### config.mk
export PLATFORM = sky130hd
export DESIGN_NAME = key_to_button_last_direction_priority_top_flat
export DESIGN_NICKNAME = d
export VERILOG_FILES = /design/src/design/kbldp_pkg.sv /design/src/design/kbldp_if.sv /design/src/design/key_to_button_last_direction_priority_top.sv /design/src/flat_wrapper.sv
export VERILOG_INCLUDE_DIRS = /design/src /design/src/design
export SDC_FILE = /design/constraint.sdc
export NUM_CORES = 1
export LEC_CHECK = 0
export BUFFER_PORTS_ARGS = -buffer_cell sky130_fd_sc_hd__buf_2
export CAP_MARGIN = 10
export CORE_MARGIN = 4
export CORE_UTILIZATION = 30
export CTS_CLUSTER_DIAMETER = 200
export DETAILED_ROUTE_END_ITERATION = 10
export HOLD_SLACK_MARGIN = 0.03
export PLACE_DENSITY = 0.58
export SKIP_CTS_REPAIR_TIMING = 1
export SYNTH_ARGS = -nofsm -noshare
export SYNTH_HDL_FRONTEND = slang
export SYNTH_SLANG_ARGS = --single-unit
export TNS_END_PERCENT = 5
### constraint.sdc
create_clock -name clock -period 6.8 [get_ports clock]
set_clock_uncertainty 0.1 [all_clocks]
set_input_delay 1.36 -clock clock [delete_from_list [all_inputs] [get_ports clock]]
set_output_delay 1.36 -clock clock [all_outputs]
set_load 0.03 [all_outputs]
### src/design/key_to_button_last_direction_priority_top_macros.svh
// Assertion helpers for the key mapper block.
`ifndef KEY_TO_BUTTON_LAST_DIRECTION_PRIORITY_TOP_MACROS_SVH
`define KEY_TO_BUTTON_LAST_DIRECTION_PRIORITY_TOP_MACROS_SVH

`ifndef NO_ASSERTIONS

// Same-cycle implication: cond holds, so prop holds.
`define KBLDP_ASSERT_SAME(label, clk, rst, cond, prop) \
   label: assert property (@(posedge clk) disable iff (rst) (cond) |-> (prop)) \
      else $error("kbldp check failed: same-cycle rule");

// Next-cycle implication: cond holds, so prop holds in the next cycle.
`define KBLDP_ASSERT_NEXT(label, clk, rst, cond, prop) \
   label: assert property (@(posedge clk) disable iff (rst) (cond) |=> (prop)) \
      else $error("kbldp check failed: next-cycle rule");

`else

`define KBLDP_ASSERT_SAME(label, clk, rst, cond, prop)
`define KBLDP_ASSERT_NEXT(label, clk, rst, cond, prop)

`endif

`endif

### src/design/kbldp_pkg.sv
package kbldp_pkg;

   localparam int KEY_CODE_W   = 8;
   localparam int BUTTON_W     = 9;
   localparam int DIR_COUNT    = 4;
   localparam int ACTION_COUNT = 4;
   localparam int DIR_IDX_W    = 2;
   localparam int COUNT_W      = 3;
   localparam int CSR_DATA_W   = 32;
   localparam int CSR_ADDR_W   = 4;
   localparam int CSR_INDEX_W  = 2;

   // Button positions in the button vector.
   localparam int BTN_FIRST_ACTION = 4;
   localparam int BTN_START        = 8;

   // Register indexes (byte address divided by four).
   localparam logic [CSR_INDEX_W-1:0] REG_DIRECTION_KEYCODES = 2'd0;
   localparam logic [CSR_INDEX_W-1:0] REG_ACTION_KEYCODES    = 2'd1;
   localparam logic [CSR_INDEX_W-1:0] REG_START_KEYCODE      = 2'd2;

   // Reset key codes: W S A D, H J K L, carriage return.
   localparam logic [CSR_DATA_W-1:0] DIRECTION_KEYCODES_RESET = 32'h4441_5357;
   localparam logic [CSR_DATA_W-1:0] ACTION_KEYCODES_RESET    = 32'h4C4B_4A48;
   localparam logic [KEY_CODE_W-1:0] START_KEYCODE_RESET      = 8'h0D;

endpackage

### src/design/kbldp_if.sv
interface kbldp_req_if;
   logic                               valid;
   logic                               ready;
   logic                               device_is_keyboard;
   logic [kbldp_pkg::KEY_CODE_W-1:0]   key_code;
   logic                               key_down;

   modport source (output valid, device_is_keyboard, key_code, key_down, input ready);
   modport sink   (input valid, device_is_keyboard, key_code, key_down, output ready);
endinterface

interface kbldp_rsp_if;
   logic                               valid;
   logic                               ready;
   logic [kbldp_pkg::BUTTON_W-1:0]     button_state;

   modport source (output valid, button_state, input ready);
   modport sink   (input valid, button_state, output ready);
endinterface

### src/design/key_to_button_last_direction_priority_top.sv
// Keyboard to controller button mapper with last-direction priority.
// req_chan carries key press/release requests (device_is_keyboard, key_code,
// key_down); rsp_chan returns one button_state per request, in order.
// Nine key codes set over the APB-style port (direction codes at 0x0, action
// codes at 0x4, start code at 0x8) pick the buttons; on a code collision the
// later button wins, start highest. Write the port only while the block idles.
// Path: an accepted request passes through the input register and then the
// result register, whose contents show on rsp_chan until taken.
// Throughput: one request per cycle while rsp_chan is not stalled; the update of
// the held set and four-entry direction order list, done combinationally, sets it.
// Backpressure: while rsp_chan stalls, the result register holds, the input
// register holds one more request, and req_chan.ready drops only when both
// are full.
// Reset (synchronous, active high): clear held buttons and the order count,
// reload the default key codes and drop any request in flight.
`include "key_to_button_last_direction_priority_top_macros.svh"

module key_to_button_last_direction_priority_top (
   input  logic                                clock,
   input  logic                                reset,
   kbldp_req_if.sink                           req_chan,
   kbldp_rsp_if.source                         rsp_chan,
   input  logic                                psel,
   input  logic                                penable,
   input  logic                                pwrite,
   input  logic [kbldp_pkg::CSR_ADDR_W-1:0]    paddr,
   input  logic [kbldp_pkg::CSR_DATA_W-1:0]    pwdata,
   output logic [kbldp_pkg::CSR_DATA_W-1:0]    prdata,
   output logic                                pready
);

   // Configuration registers.
   logic [kbldp_pkg::CSR_DATA_W-1:0]  direction_keycodes_ff;
   logic [kbldp_pkg::CSR_DATA_W-1:0]  action_keycodes_ff;
   logic [kbldp_pkg::KEY_CODE_W-1:0]  start_keycode_ff;
   logic [kbldp_pkg::CSR_INDEX_W-1:0] csr_index;
   logic                              csr_write;

   // Input register.
   logic                              s1_valid_ff;
   logic                              s1_keyboard_ff;
   logic [kbldp_pkg::KEY_CODE_W-1:0]  s1_key_code_ff;
   logic                              s1_key_down_ff;

   // Tracking state.
   logic [kbldp_pkg::BUTTON_W-1:0]    held_ff;
   logic [kbldp_pkg::BUTTON_W-1:0]    held_in;
   logic [kbldp_pkg::DIR_IDX_W-1:0]   order_ff [kbldp_pkg::DIR_COUNT];
   logic [kbldp_pkg::DIR_IDX_W-1:0]   order_in [kbldp_pkg::DIR_COUNT];
   logic [kbldp_pkg::COUNT_W-1:0]     count_ff;
   logic [kbldp_pkg::COUNT_W-1:0]     count_in;

   // Result register.
   logic                              rsp_valid_ff;
   logic [kbldp_pkg::BUTTON_W-1:0]    button_state_ff;
   logic [kbldp_pkg::BUTTON_W-1:0]    button_state_in;

   // Update datapath.
   logic                              advance;
   logic [kbldp_pkg::BUTTON_W-1:0]    key_match;
   logic [kbldp_pkg::BUTTON_W-1:0]    key_mask;
   logic [kbldp_pkg::DIR_COUNT-1:0]   pressed;
   logic [kbldp_pkg::DIR_COUNT-1:0]   released;
   logic [kbldp_pkg::DIR_IDX_W-1:0]   dir_idx;
   logic [kbldp_pkg::COUNT_W-1:0]     push_base;
   logic [kbldp_pkg::COUNT_W-1:0]     keep_count;
   logic [kbldp_pkg::DIR_COUNT-1:0]   head_onehot;

   // ---------------------------------------------------------------------
   // Configuration port: index from the word address, low bits ignored.
   // ---------------------------------------------------------------------
   assign pready    = 1'b1;
   assign csr_index = paddr[kbldp_pkg::CSR_ADDR_W-1:2];
   assign csr_write = psel && penable && pwrite && pready;

   always_ff @(posedge clock) begin
      if (reset) begin
         direction_keycodes_ff <= kbldp_pkg::DIRECTION_KEYCODES_RESET;
         action_keycodes_ff    <= kbldp_pkg::ACTION_KEYCODES_RESET;
         start_keycode_ff      <= kbldp_pkg::START_KEYCODE_RESET;
      end else if (csr_write) begin
         case (csr_index)
            kbldp_pkg::REG_DIRECTION_KEYCODES: direction_keycodes_ff <= pwdata;
            kbldp_pkg::REG_ACTION_KEYCODES:    action_keycodes_ff    <= pwdata;
            kbldp_pkg::REG_START_KEYCODE:
               start_keycode_ff <= pwdata[kbldp_pkg::KEY_CODE_W-1:0];
            default: ;
         endcase
      end
   end

   always_comb begin
      case (csr_index)
         kbldp_pkg::REG_DIRECTION_KEYCODES: prdata = direction_keycodes_ff;
         kbldp_pkg::REG_ACTION_KEYCODES:    prdata = action_keycodes_ff;
         kbldp_pkg::REG_START_KEYCODE:
            prdata = {{(kbldp_pkg::CSR_DATA_W-kbldp_pkg::KEY_CODE_W){1'b0}},
                      start_keycode_ff};
         default:                           prdata = '0;
      endcase
   end

   // ---------------------------------------------------------------------
   // Handshake: the result register frees up when empty or taken; the
   // input register moves on whenever the result register can take it.
   // ---------------------------------------------------------------------
   assign advance        = !rsp_valid_ff || rsp_chan.ready;
   assign req_chan.ready = !s1_valid_ff || advance;

   always_ff @(posedge clock) begin
      if (reset) begin
         s1_valid_ff <= 1'b0;
      end else if (req_chan.ready) begin
         s1_valid_ff <= req_chan.valid;
      end
   end

   always_ff @(posedge clock) begin
      if (req_chan.ready && req_chan.valid) begin
         s1_keyboard_ff <= req_chan.device_is_keyboard;
         s1_key_code_ff <= req_chan.key_code;
         s1_key_down_ff <= req_chan.key_down;
      end
   end

   // ---------------------------------------------------------------------
   // Key lookup: compare against all nine codes, keep the highest match so
   // a later button overrides an earlier one on a shared code.
   // ---------------------------------------------------------------------
   always_comb begin
      for (int i = 0; i < kbldp_pkg::DIR_COUNT; i++) begin
         key_match[i] = direction_keycodes_ff[8*i +: 8] == s1_key_code_ff;
      end
      for (int i = 0; i < kbldp_pkg::ACTION_COUNT; i++) begin
         key_match[kbldp_pkg::BTN_FIRST_ACTION + i] =
            action_keycodes_ff[8*i +: 8] == s1_key_code_ff;
      end
      key_match[kbldp_pkg::BTN_START] = start_keycode_ff == s1_key_code_ff;

      key_mask = '0;
      for (int i = 0; i < kbldp_pkg::BUTTON_W; i++) begin
         if (key_match[i]) begin
            key_mask    = '0;
            key_mask[i] = 1'b1;
         end
      end
   end

   // ---------------------------------------------------------------------
   // Held set and direction order update. At most one direction changes
   // per request, so push and remove never happen together.
   // ---------------------------------------------------------------------
   always_comb begin
      if (!s1_keyboard_ff) begin
         held_in = held_ff;
      end else if (s1_key_down_ff) begin
         held_in = held_ff | key_mask;
      end else begin
         held_in = held_ff & ~key_mask;
      end

      pressed  = held_in[kbldp_pkg::DIR_COUNT-1:0] & ~held_ff[kbldp_pkg::DIR_COUNT-1:0];
      released = held_ff[kbldp_pkg::DIR_COUNT-1:0] & ~held_in[kbldp_pkg::DIR_COUNT-1:0];

      dir_idx = '0;
      for (int i = 0; i < kbldp_pkg::DIR_COUNT; i++) begin
         if (pressed[i] || released[i]) begin
            dir_idx = kbldp_pkg::DIR_IDX_W'(i);
         end
      end

      // Push: shift the live entries down one place, drop the oldest when full.
      push_base = (count_ff >= kbldp_pkg::COUNT_W'(kbldp_pkg::DIR_COUNT)) ?
                  kbldp_pkg::COUNT_W'(kbldp_pkg::DIR_COUNT - 1) : count_ff;
      keep_count = '0;
      for (int i = 0; i < kbldp_pkg::DIR_COUNT; i++) begin
         order_in[i] = order_ff[i];
      end
      count_in = count_ff;

      if (|pressed) begin
         for (int i = 1; i < kbldp_pkg::DIR_COUNT; i++) begin
            if (kbldp_pkg::COUNT_W'(i) <= push_base) begin
               order_in[i] = order_ff[i-1];
            end
         end
         order_in[0] = dir_idx;
         count_in    = push_base + 1'b1;
      end else if (|released) begin
         // Remove: compact the live entries that differ from the released one.
         for (int i = 0; i < kbldp_pkg::DIR_COUNT; i++) begin
            if (kbldp_pkg::COUNT_W'(i) < count_ff && order_ff[i] != dir_idx) begin
               order_in[keep_count[kbldp_pkg::DIR_IDX_W-1:0]] = order_ff[i];
               keep_count = keep_count + 1'b1;
            end
         end
         count_in = keep_count;
      end

      // Report non-direction buttons plus the newest held direction only.
      head_onehot = (count_in != '0) ?
                    (kbldp_pkg::DIR_COUNT'(1) << order_in[0]) : '0;
      button_state_in = {held_in[kbldp_pkg::BUTTON_W-1:kbldp_pkg::DIR_COUNT], head_onehot};
   end

   always_ff @(posedge clock) begin
      if (reset) begin
         held_ff  <= '0;
         count_ff <= '0;
      end else if (advance && s1_valid_ff) begin
         held_ff  <= held_in;
         count_ff <= count_in;
      end
   end

   always_ff @(posedge clock) begin
      if (advance && s1_valid_ff) begin
         for (int i = 0; i < kbldp_pkg::DIR_COUNT; i++) begin
            order_ff[i] <= order_in[i];
         end
      end
   end

   // ---------------------------------------------------------------------
   // Result register.
   // ---------------------------------------------------------------------
   always_ff @(posedge clock) begin
      if (reset) begin
         rsp_valid_ff <= 1'b0;
      end else if (advance) begin
         rsp_valid_ff <= s1_valid_ff;
      end
   end

   always_ff @(posedge clock) begin
      if (advance && s1_valid_ff) begin
         button_state_ff <= button_state_in;
      end
   end

   assign rsp_chan.valid        = rsp_valid_ff;
   assign rsp_chan.button_state = button_state_ff;

   // ---------------------------------------------------------------------
   // Checks.
   // ---------------------------------------------------------------------
   `KBLDP_ASSERT_SAME(a_count_tracks_held, clock, reset, 1'b1,
      $countones(held_ff[kbldp_pkg::DIR_COUNT-1:0]) == 32'(count_ff))
   `KBLDP_ASSERT_SAME(a_head_is_held, clock, reset, count_ff != '0,
      held_ff[order_ff[0]])
   `KBLDP_ASSERT_SAME(a_one_direction_out, clock, reset, rsp_valid_ff,
      $onehot0(button_state_ff[kbldp_pkg::DIR_COUNT-1:0]))
   `KBLDP_ASSERT_NEXT(a_stall_freezes_state, clock, reset,
      rsp_valid_ff && !rsp_chan.ready, $stable(held_ff) && $stable(count_ff))

endmodule

### src/flat_wrapper.sv
// flat-port wrapper written by rule: the top's interface ports become plain ports
module key_to_button_last_direction_priority_top_flat 
  (clock, reset, psel, penable, pwrite, paddr, pwdata, prdata, pready, req_chan_valid, req_chan_device_is_keyboard, req_chan_key_code, req_chan_key_down, req_chan_ready, rsp_chan_valid, rsp_chan_button_state, rsp_chan_ready);
  kbldp_req_if req_chan_i ();
  kbldp_rsp_if rsp_chan_i ();
  input  logic clock;
  input  logic reset;
  input  logic psel;
  input  logic penable;
  input  logic pwrite;
  input  logic [kbldp_pkg::CSR_ADDR_W-1:0] paddr;
  input  logic [kbldp_pkg::CSR_DATA_W-1:0] pwdata;
  output logic [kbldp_pkg::CSR_DATA_W-1:0] prdata;
  output logic pready;
  input wire logic [$bits(req_chan_i.valid)-1:0] req_chan_valid;
  input wire logic [$bits(req_chan_i.device_is_keyboard)-1:0] req_chan_device_is_keyboard;
  input wire logic [$bits(req_chan_i.key_code)-1:0] req_chan_key_code;
  input wire logic [$bits(req_chan_i.key_down)-1:0] req_chan_key_down;
  output wire logic [$bits(req_chan_i.ready)-1:0] req_chan_ready;
  output wire logic [$bits(rsp_chan_i.valid)-1:0] rsp_chan_valid;
  output wire logic [$bits(rsp_chan_i.button_state)-1:0] rsp_chan_button_state;
  input wire logic [$bits(rsp_chan_i.ready)-1:0] rsp_chan_ready;
  assign req_chan_i.valid = req_chan_valid;
  assign req_chan_i.device_is_keyboard = req_chan_device_is_keyboard;
  assign req_chan_i.key_code = req_chan_key_code;
  assign req_chan_i.key_down = req_chan_key_down;
  assign req_chan_ready = req_chan_i.ready;
  assign rsp_chan_valid = rsp_chan_i.valid;
  assign rsp_chan_button_state = rsp_chan_i.button_state;
  assign rsp_chan_i.ready = rsp_chan_ready;
  key_to_button_last_direction_priority_top u_core (.clock(clock), .reset(reset), .req_chan(req_chan_i), .rsp_chan(rsp_chan_i), .psel(psel), .penable(penable), .pwrite(pwrite), .paddr(paddr), .pwdata(pwdata), .prdata(prdata), .pready(pready));
endmodule
**Yosys cells after proc, flatten, opt, wreduce, memory -nomap -nowiden**

Memory sizes are Yosys's and may differ from the RTL's.
Index checks and enable logic that the tools add are counted.

- Output and inout port bits: 44
- Bits in registers: 105
- Bits in writable memories: 8
- Input bits: 53
- Memories: 1
- Word-level logic and storage cells: 135

Memories:

| name | words | bits a word | read ports | clocked after memory_dff | write ports | line | RTL |
|---|---|---|---|---|---|---|---|
| u_core.order_ff | 4 | 2 | 4 | 0 | 4 | key_to_button_last_direction_priority_top.sv:48 | `logic [kbldp_pkg::DIR_IDX_W-1:0] order_ff [kbldp_pkg::DIR_COUNT];` |

- Reductions and logical operators: 25
- Multiplexer cells: 53
- Bitwise logic cells: 10
- Shifts and indexed selects: 1
- Magnitude comparators: 14
- Eq/ne operators: 15
- Add/sub/neg operators: 4

Operators by type and width:

| kind | count |
|---|---|
| $pmux 32 s3 | 1 |
| $mux 8 | 10 |
| $eq 8x8->1 | 9 |
| $mux 3 | 13 |
| $mux 9 | 3 |
| $bwmux 8 | 3 |
| $mux 2 | 11 |
| $add 3x1->3 const B | 4 |
| $demux 2 s2 | 3 |
| $ge 3x3->1 const B | 4 |
| $logic_and 1x1->1 | 11 |
| $and 9x9->9 | 1 |
| $lt 3x1->1 const B | 3 |
| $not 2->3 | 3 |
| $not 9->9 | 1 |
| $or 9x9->9 | 1 |
| $and 4x4->4 | 2 |
| $ne 2x2->1 | 4 |
| $not 4->4 | 2 |
| $reduce_or 4->1 | 2 |
| $mux 7 | 1 |
| $le 2x3->1 const A | 2 |
| $lt 1x3->1 const A | 2 |
| $lt 2x3->1 const A | 2 |
| other kinds (13) | 24 |

**Longest topological paths before layout**

- Depth after elaboration: 43
- Depth in mapped cells: 25
- Mapped depth without buffers: 24

**Worst setup path after synthesis**

No wires, ideal clock.

- Path kind: register -> register
- From: register u_core.s1_key_code_ff[0] (netlist bit)
- To: register u_core.button_state_ff (netlist bit u_core.rsp_chan.button_state[1]), data pin
- Setup time: 0.267 ns
- Required time: 6.433 ns
- Arrival time: 4.719 ns
- Path slack: 1.714 ns
- Clock period less this slack: 5.086 ns
- Path buffers: 3
- Stages on the path, launching flop included: 25
- Path through: edfxtp_1 > buf_6 > xnor2_1 > nand4_1 > o21a_1 > and3b_1 > nand2_1 > nor3_1 > mux2i_1 > ha_1 > buf_2 > nand3b_1 > mux2i_1 > a22o_1 > or2_2 > ha_1 > clkbuf_1 > xnor2_1 > inv_1 > ha_1 > nor2b_1 > a21oi_1 > a211o_1 > a2bb2oi_1 > nor3b_1

- Word-level cells in the longest chain between the ends: 42
- Elaborated cells between the ends (all ways): 89
- Classes of those cells: 3 x add/sub; 6 x order compare; 13 x eq/ne; 1 x shift; 44 x mux; 9 x bitwise; 13 x reduce/logical

RTL lines:

| item | line | RTL |
|---|---|---|
| from (decl) | key_to_button_last_direction_priority_top.sv:42 | `logic [kbldp_pkg::KEY_CODE_W-1:0] s1_key_code_ff;` |
| from (signal assigned) | key_to_button_last_direction_priority_top.sv:121 | `s1_key_code_ff <= req_chan.key_code;` |
| $eq 8x8->1 | key_to_button_last_direction_priority_top.sv:132 | `key_match[i] = direction_keycodes_ff[8*i +: 8] == s1_key_code_ff;` |
| $mux 2 | key_to_button_last_direction_priority_top.sv:142 | `if (key_match[i]) begin` |
| $mux 3 | key_to_button_last_direction_priority_top.sv:142 |  |
| $mux 4 | key_to_button_last_direction_priority_top.sv:142 |  |
| $mux 5 | key_to_button_last_direction_priority_top.sv:142 |  |
| $mux 6 | key_to_button_last_direction_priority_top.sv:142 |  |
| $mux 7 | key_to_button_last_direction_priority_top.sv:142 |  |
| $mux 8 | key_to_button_last_direction_priority_top.sv:142 |  |
| [26 not listed] | -- |  |
| $logic_and 1x1->1 (implied by the code) / $mux 8 (equally long branches) | key_to_button_last_direction_priority_top.sv:193, key_to_button_last_direction_priority_top.sv:192 |  |
| $mux 2 (implied by the code) / $mux 8 (equally long branches) | key_to_button_last_direction_priority_top.sv:193, key_to_button_last_direction_priority_top.sv:189 |  |
| $demux 2 s2 / $mux 8 (equally long branches) | key_to_button_last_direction_priority_top.sv:193, key_to_button_last_direction_priority_top.sv:181 |  |
| $bwmux 8 | key_to_button_last_direction_priority_top.sv:193 | `order_in[keep_count[kbldp_pkg::DIR_IDX_W-1:0]] = order_ff[i];` |
| $mux 8 | key_to_button_last_direction_priority_top.sv:192 | `if (kbldp_pkg::COUNT_W'(i) < count_ff && order_ff[i] != dir_idx) begin` |
| $mux 8 | key_to_button_last_direction_priority_top.sv:189 | `end else if (\|released) begin` |
| $mux 8 | key_to_button_last_direction_priority_top.sv:181 | `if (\|pressed) begin` |
| $shl 1x2->4 | key_to_button_last_direction_priority_top.sv:202 | `(kbldp_pkg::DIR_COUNT'(1) << order_in[0]) : '0;` |
| to (signal assigned) | key_to_button_last_direction_priority_top.sv:237 | `button_state_ff <= button_state_in;` |
| to (decl) | key_to_button_last_direction_priority_top.sv:55 | `logic [kbldp_pkg::BUTTON_W-1:0] button_state_ff;` |

Every way passes the cells marked *; elsewhere a longest branch is shown, timed or not. The select of a mux whose other input is x is not followed.
A chain may end at the register's enable or synchronous reset.

**Worst setup path in the final report**

- From: register u_core.s1_key_code_ff[5] (netlist bit)
- To: register u_core.button_state_ff (netlist bit u_core.rsp_chan.button_state[1]), data pin

- Word-level cells in the longest chain between the ends: 42
- Elaborated cells between the ends (all ways): 89
- Classes of those cells: 3 x add/sub; 6 x order compare; 13 x eq/ne; 1 x shift; 44 x mux; 9 x bitwise; 13 x reduce/logical

RTL lines:

| item | line | RTL |
|---|---|---|
| $eq 8x8->1 | key_to_button_last_direction_priority_top.sv:132 |  |
| $mux 2 | key_to_button_last_direction_priority_top.sv:142 |  |
| $mux 3 | key_to_button_last_direction_priority_top.sv:142 |  |
| $mux 4 | key_to_button_last_direction_priority_top.sv:142 |  |
| $mux 5 | key_to_button_last_direction_priority_top.sv:142 |  |
| $mux 6 | key_to_button_last_direction_priority_top.sv:142 |  |
| $mux 7 | key_to_button_last_direction_priority_top.sv:142 |  |
| $mux 8 | key_to_button_last_direction_priority_top.sv:142 |  |
| [5 not listed] | -- |  |
| named net u_core.held_in, one bit | key_to_button_last_direction_priority_top.sv:47 | `logic [kbldp_pkg::BUTTON_W-1:0] held_in;` |
| [21 not listed] | -- |  |
| $logic_and 1x1->1 (implied by the code) / $mux 8 (equally long branches) | key_to_button_last_direction_priority_top.sv:193, key_to_button_last_direction_priority_top.sv:192 |  |
| $mux 2 (implied by the code) / $mux 8 (equally long branches) | key_to_button_last_direction_priority_top.sv:193, key_to_button_last_direction_priority_top.sv:189 |  |
| $demux 2 s2 / $mux 8 (equally long branches) | key_to_button_last_direction_priority_top.sv:193, key_to_button_last_direction_priority_top.sv:181 |  |
| $bwmux 8 | key_to_button_last_direction_priority_top.sv:193 |  |
| $mux 8 | key_to_button_last_direction_priority_top.sv:192 |  |
| $mux 8 | key_to_button_last_direction_priority_top.sv:189 |  |
| $mux 8 | key_to_button_last_direction_priority_top.sv:181 |  |
| $shl 1x2->4 | key_to_button_last_direction_priority_top.sv:202 |  |

The timed path passes the listed nets; every way through them passes the cells marked *. The select of a mux whose other input is x is not followed.

==> qor.yml <==
fin_util: 0.3641
final_cell_mix: "162 x nand2_1, 92 x buf_2, 86 x dfxtp_1"
die_y_um: 155.1
dieArea_um2: 24050
syn_nets: 824
max_cap_violations: 0
period_share: 0.9257
synthArstFlopShare: 0
synth.avg_cell_area_um2: 8.594
htree_levels: 4
worst_pin_slew_ns: 1.028
via_per_inst: 4.870
required_ns: 6.85
multiInputGateArea_um2: 3627
synth_seq_cells: 113
hp-class: "register to register"
routedWlPerCell_um: 16.10
peakVddDrop_v: 0.0001535
internal_power_uw: 1345
finalNetCount: 895
clkTransAtPathRegs_ns: 0.06
gr-total-overflow: 0
nFillCells: 2203
post-route-min-period_ns: 6.295
p_sw_uw: 508.8
clockRootBuffer: "clkbuf_16"
grt_max_degree: 87
final_cells: 1115
cts.path.max_buffers: 2
antenna_found_initial: 2
critPathKind: "register to register"
place_inst: 1082
arrival_ns: 6.34
die_w_um: 155.1
critPathLaunchType: "register"
drive_gt1_frac: 0.1812
area_delta_synth_final_pct: 18.70
fin_setup_tns_ns: 0
finalMaxSlewViolations: 0
synth_edf_count: 27
antenna_left: 0
hpwl_mm: 12.40
fmax_mhz: 158.9
seqCellArea_um2: 2532
clkSinkCount: 113
start_util: 0.3067
io_buffers: 93
setup_viol: 0
clk_latency_ns: 0.42
sw_frac_of_total: 0.2745
grt.total_usage: 0.1482
synth_cells: 755
clock_power_share: 0.478
core-area_um2: 21150
status: "finished, final reports clean"
cts_made_buffers: 17
grt_pass1_wl_mm: 28.23
io_pins: 97
rows: 53
crit_fanout: 9
pwr-share-seq: 0.399
p_leak_uw: 0.003219
seq_area_frac_synth: 0.3903
synth_cell_types: 56
p_comb_frac: 0.123
final_common_cell: "nand2_1"
drc: 0
dominantRegCellSynth: "dfxtp_1"
end_kind: "register"
via_count: 5430
routabilityCongestion: 0.7924
drt_iter0_drc: 435
power.density_nw_per_um2: 240.6
grt_pass1_vias: 5178
syn_area_um2: 6489
cts_tree: "built"
firstDrtPassIters: 5
rsz0062_at_grt: "false"
wl_mm: 17.95
finalHoldViolations: 0
yosys_warnings: 0
relSlewSlack: 0.3112
[critical path, cell delays in order, from the launching register on]
cell       delay [ns]
edfxtp_1         0.66
xor2_1           0.24
nor4_1           0.58
nand2_1          0.21
nor4b_4          0.19
and2_1           0.21
a31oi_1          0.29
inv_1            0.08
ha_1             0.35
nand3b_1         0.21
mux2i_1          0.10
a22o_1           0.26
or2_2            0.34
ha_1             0.42
xnor2_1          0.39
inv_1            0.11
ha_1             0.30
nand2_1          0.06
o21ai_0          0.14
a211o_1          0.30
a2bb2oi_1        0.35
nor3b_1          0.11
[state kept, by name (all words and copies together), names as in the netlist]
name,count
u_core.action_keycodes_ff,32
u_core.direction_keycodes_ff,32
u_core.held_ff,9
u_core.rsp_chan.button_state,9
u_core.order_ff,8
u_core.s1_key_code_ff,8
u_core.start_keycode_ff,8
u_core.count_ff,3
u_core.rsp_chan.valid,1
u_core.s1_key_down_ff,1
u_core.s1_keyboard_ff,1
u_core.s1_valid_ff,1
[area by class of cell]
| class | count | share of cell area |
|---|---|---|
| Multi-Input combinational cell | 572 | 0.4709 |
| Sequential cell | 113 | 0.3288 |
| Timing Repair Buffer | 102 | 0.06953 |
| Clock buffer | 18 | 0.05572 |
| Tap cell | 275 | 0.04467 |
| Clock inverter | 14 | 0.02031 |
| Inverter | 20 | 0.009747 |
| Antenna cell | 1 | 0.0003249 |
[worst paths after layout]
kind	slack (ns)	cells past startpoint	to	start
max	0.51	21	u_core.rsp_chan.button_state[1]	u_core.s1_key_code_ff[5]
min	0.38	2	u_core.held_ff[8]	u_core.held_ff[8]
max reg2reg	0.51	21	u_core.rsp_chan.button_state[1]	u_core.s1_key_code_ff[5]
min reg2reg	0.38	2	u_core.held_ff[8]	u_core.held_ff[8]
[synth_stat cells (all sizes together), types with 4 or more instances]
cell    count  area [um2]
a211o       4       35.03
a211oi      6       45.04
a21oi      48       240.2
a22o        8       70.07
and2        6       40.04
and3        5       31.28
buf        18       146.4
clkbuf     32       120.1
dfxtp      86        1722
edfxtp     27       810.8
ha         16       200.2
inv        20       75.07
mux2        5       56.30
mux2i      51       510.5
nand2     162       608.1
nand3      10       62.56
nand3b     27       202.7
nand4      13       81.33
nor2       60       225.2
nor2b       7       43.79
nor3        9       50.05
nor3b       4       30.03
nor4        6       37.54
o211ai      6       50.05
o21ai      16       83.83
xnor2      53       464.2
xor2       24       210.2
[metal layers]
layer	global-route usage	wire, um
met1	0.2042	8731
met3	0.03255	750
met2	0.2268	8081
met5	0	7
met4	0.05677	378
[power by group through the flow]
stage	Combinational, uW	Sequential [uW]	Clock (uW)
detailed placement	228	753	0
global placement	227	753	0
finish	229	739	885
CTS	229	739	900
floorplan	174	742	0
global route	251	742	930
[metrics by stage]
stage	hold WS, ns	area (um2)	total power (uW)	setup slack, ns
finish	0.3788	7702	1853	0.5051
global route	0.4039	7702	1923	0.04253
CTS	0.3753	7700	1868	0.5134
detailed placement	0.3692	7114	980.8	0.5586
global placement	0.3592	7114	979.3	0.5957
floorplan	0.3470	6489	915.7	1.714
[cell families after synthesis]
| group | synth area share |
|---|---|
| mux | 0.08735 |
| xor+xnor | 0.1039 |
| compound gates | 0.1049 |
| other cells | 0.0005779 |
| simple gates | 0.2295 |
| fa+ha+maj | 0.03085 |
| flops | 0.3903 |
| buf+inv | 0.05264 |
Power figures use the tool's default switching activity.
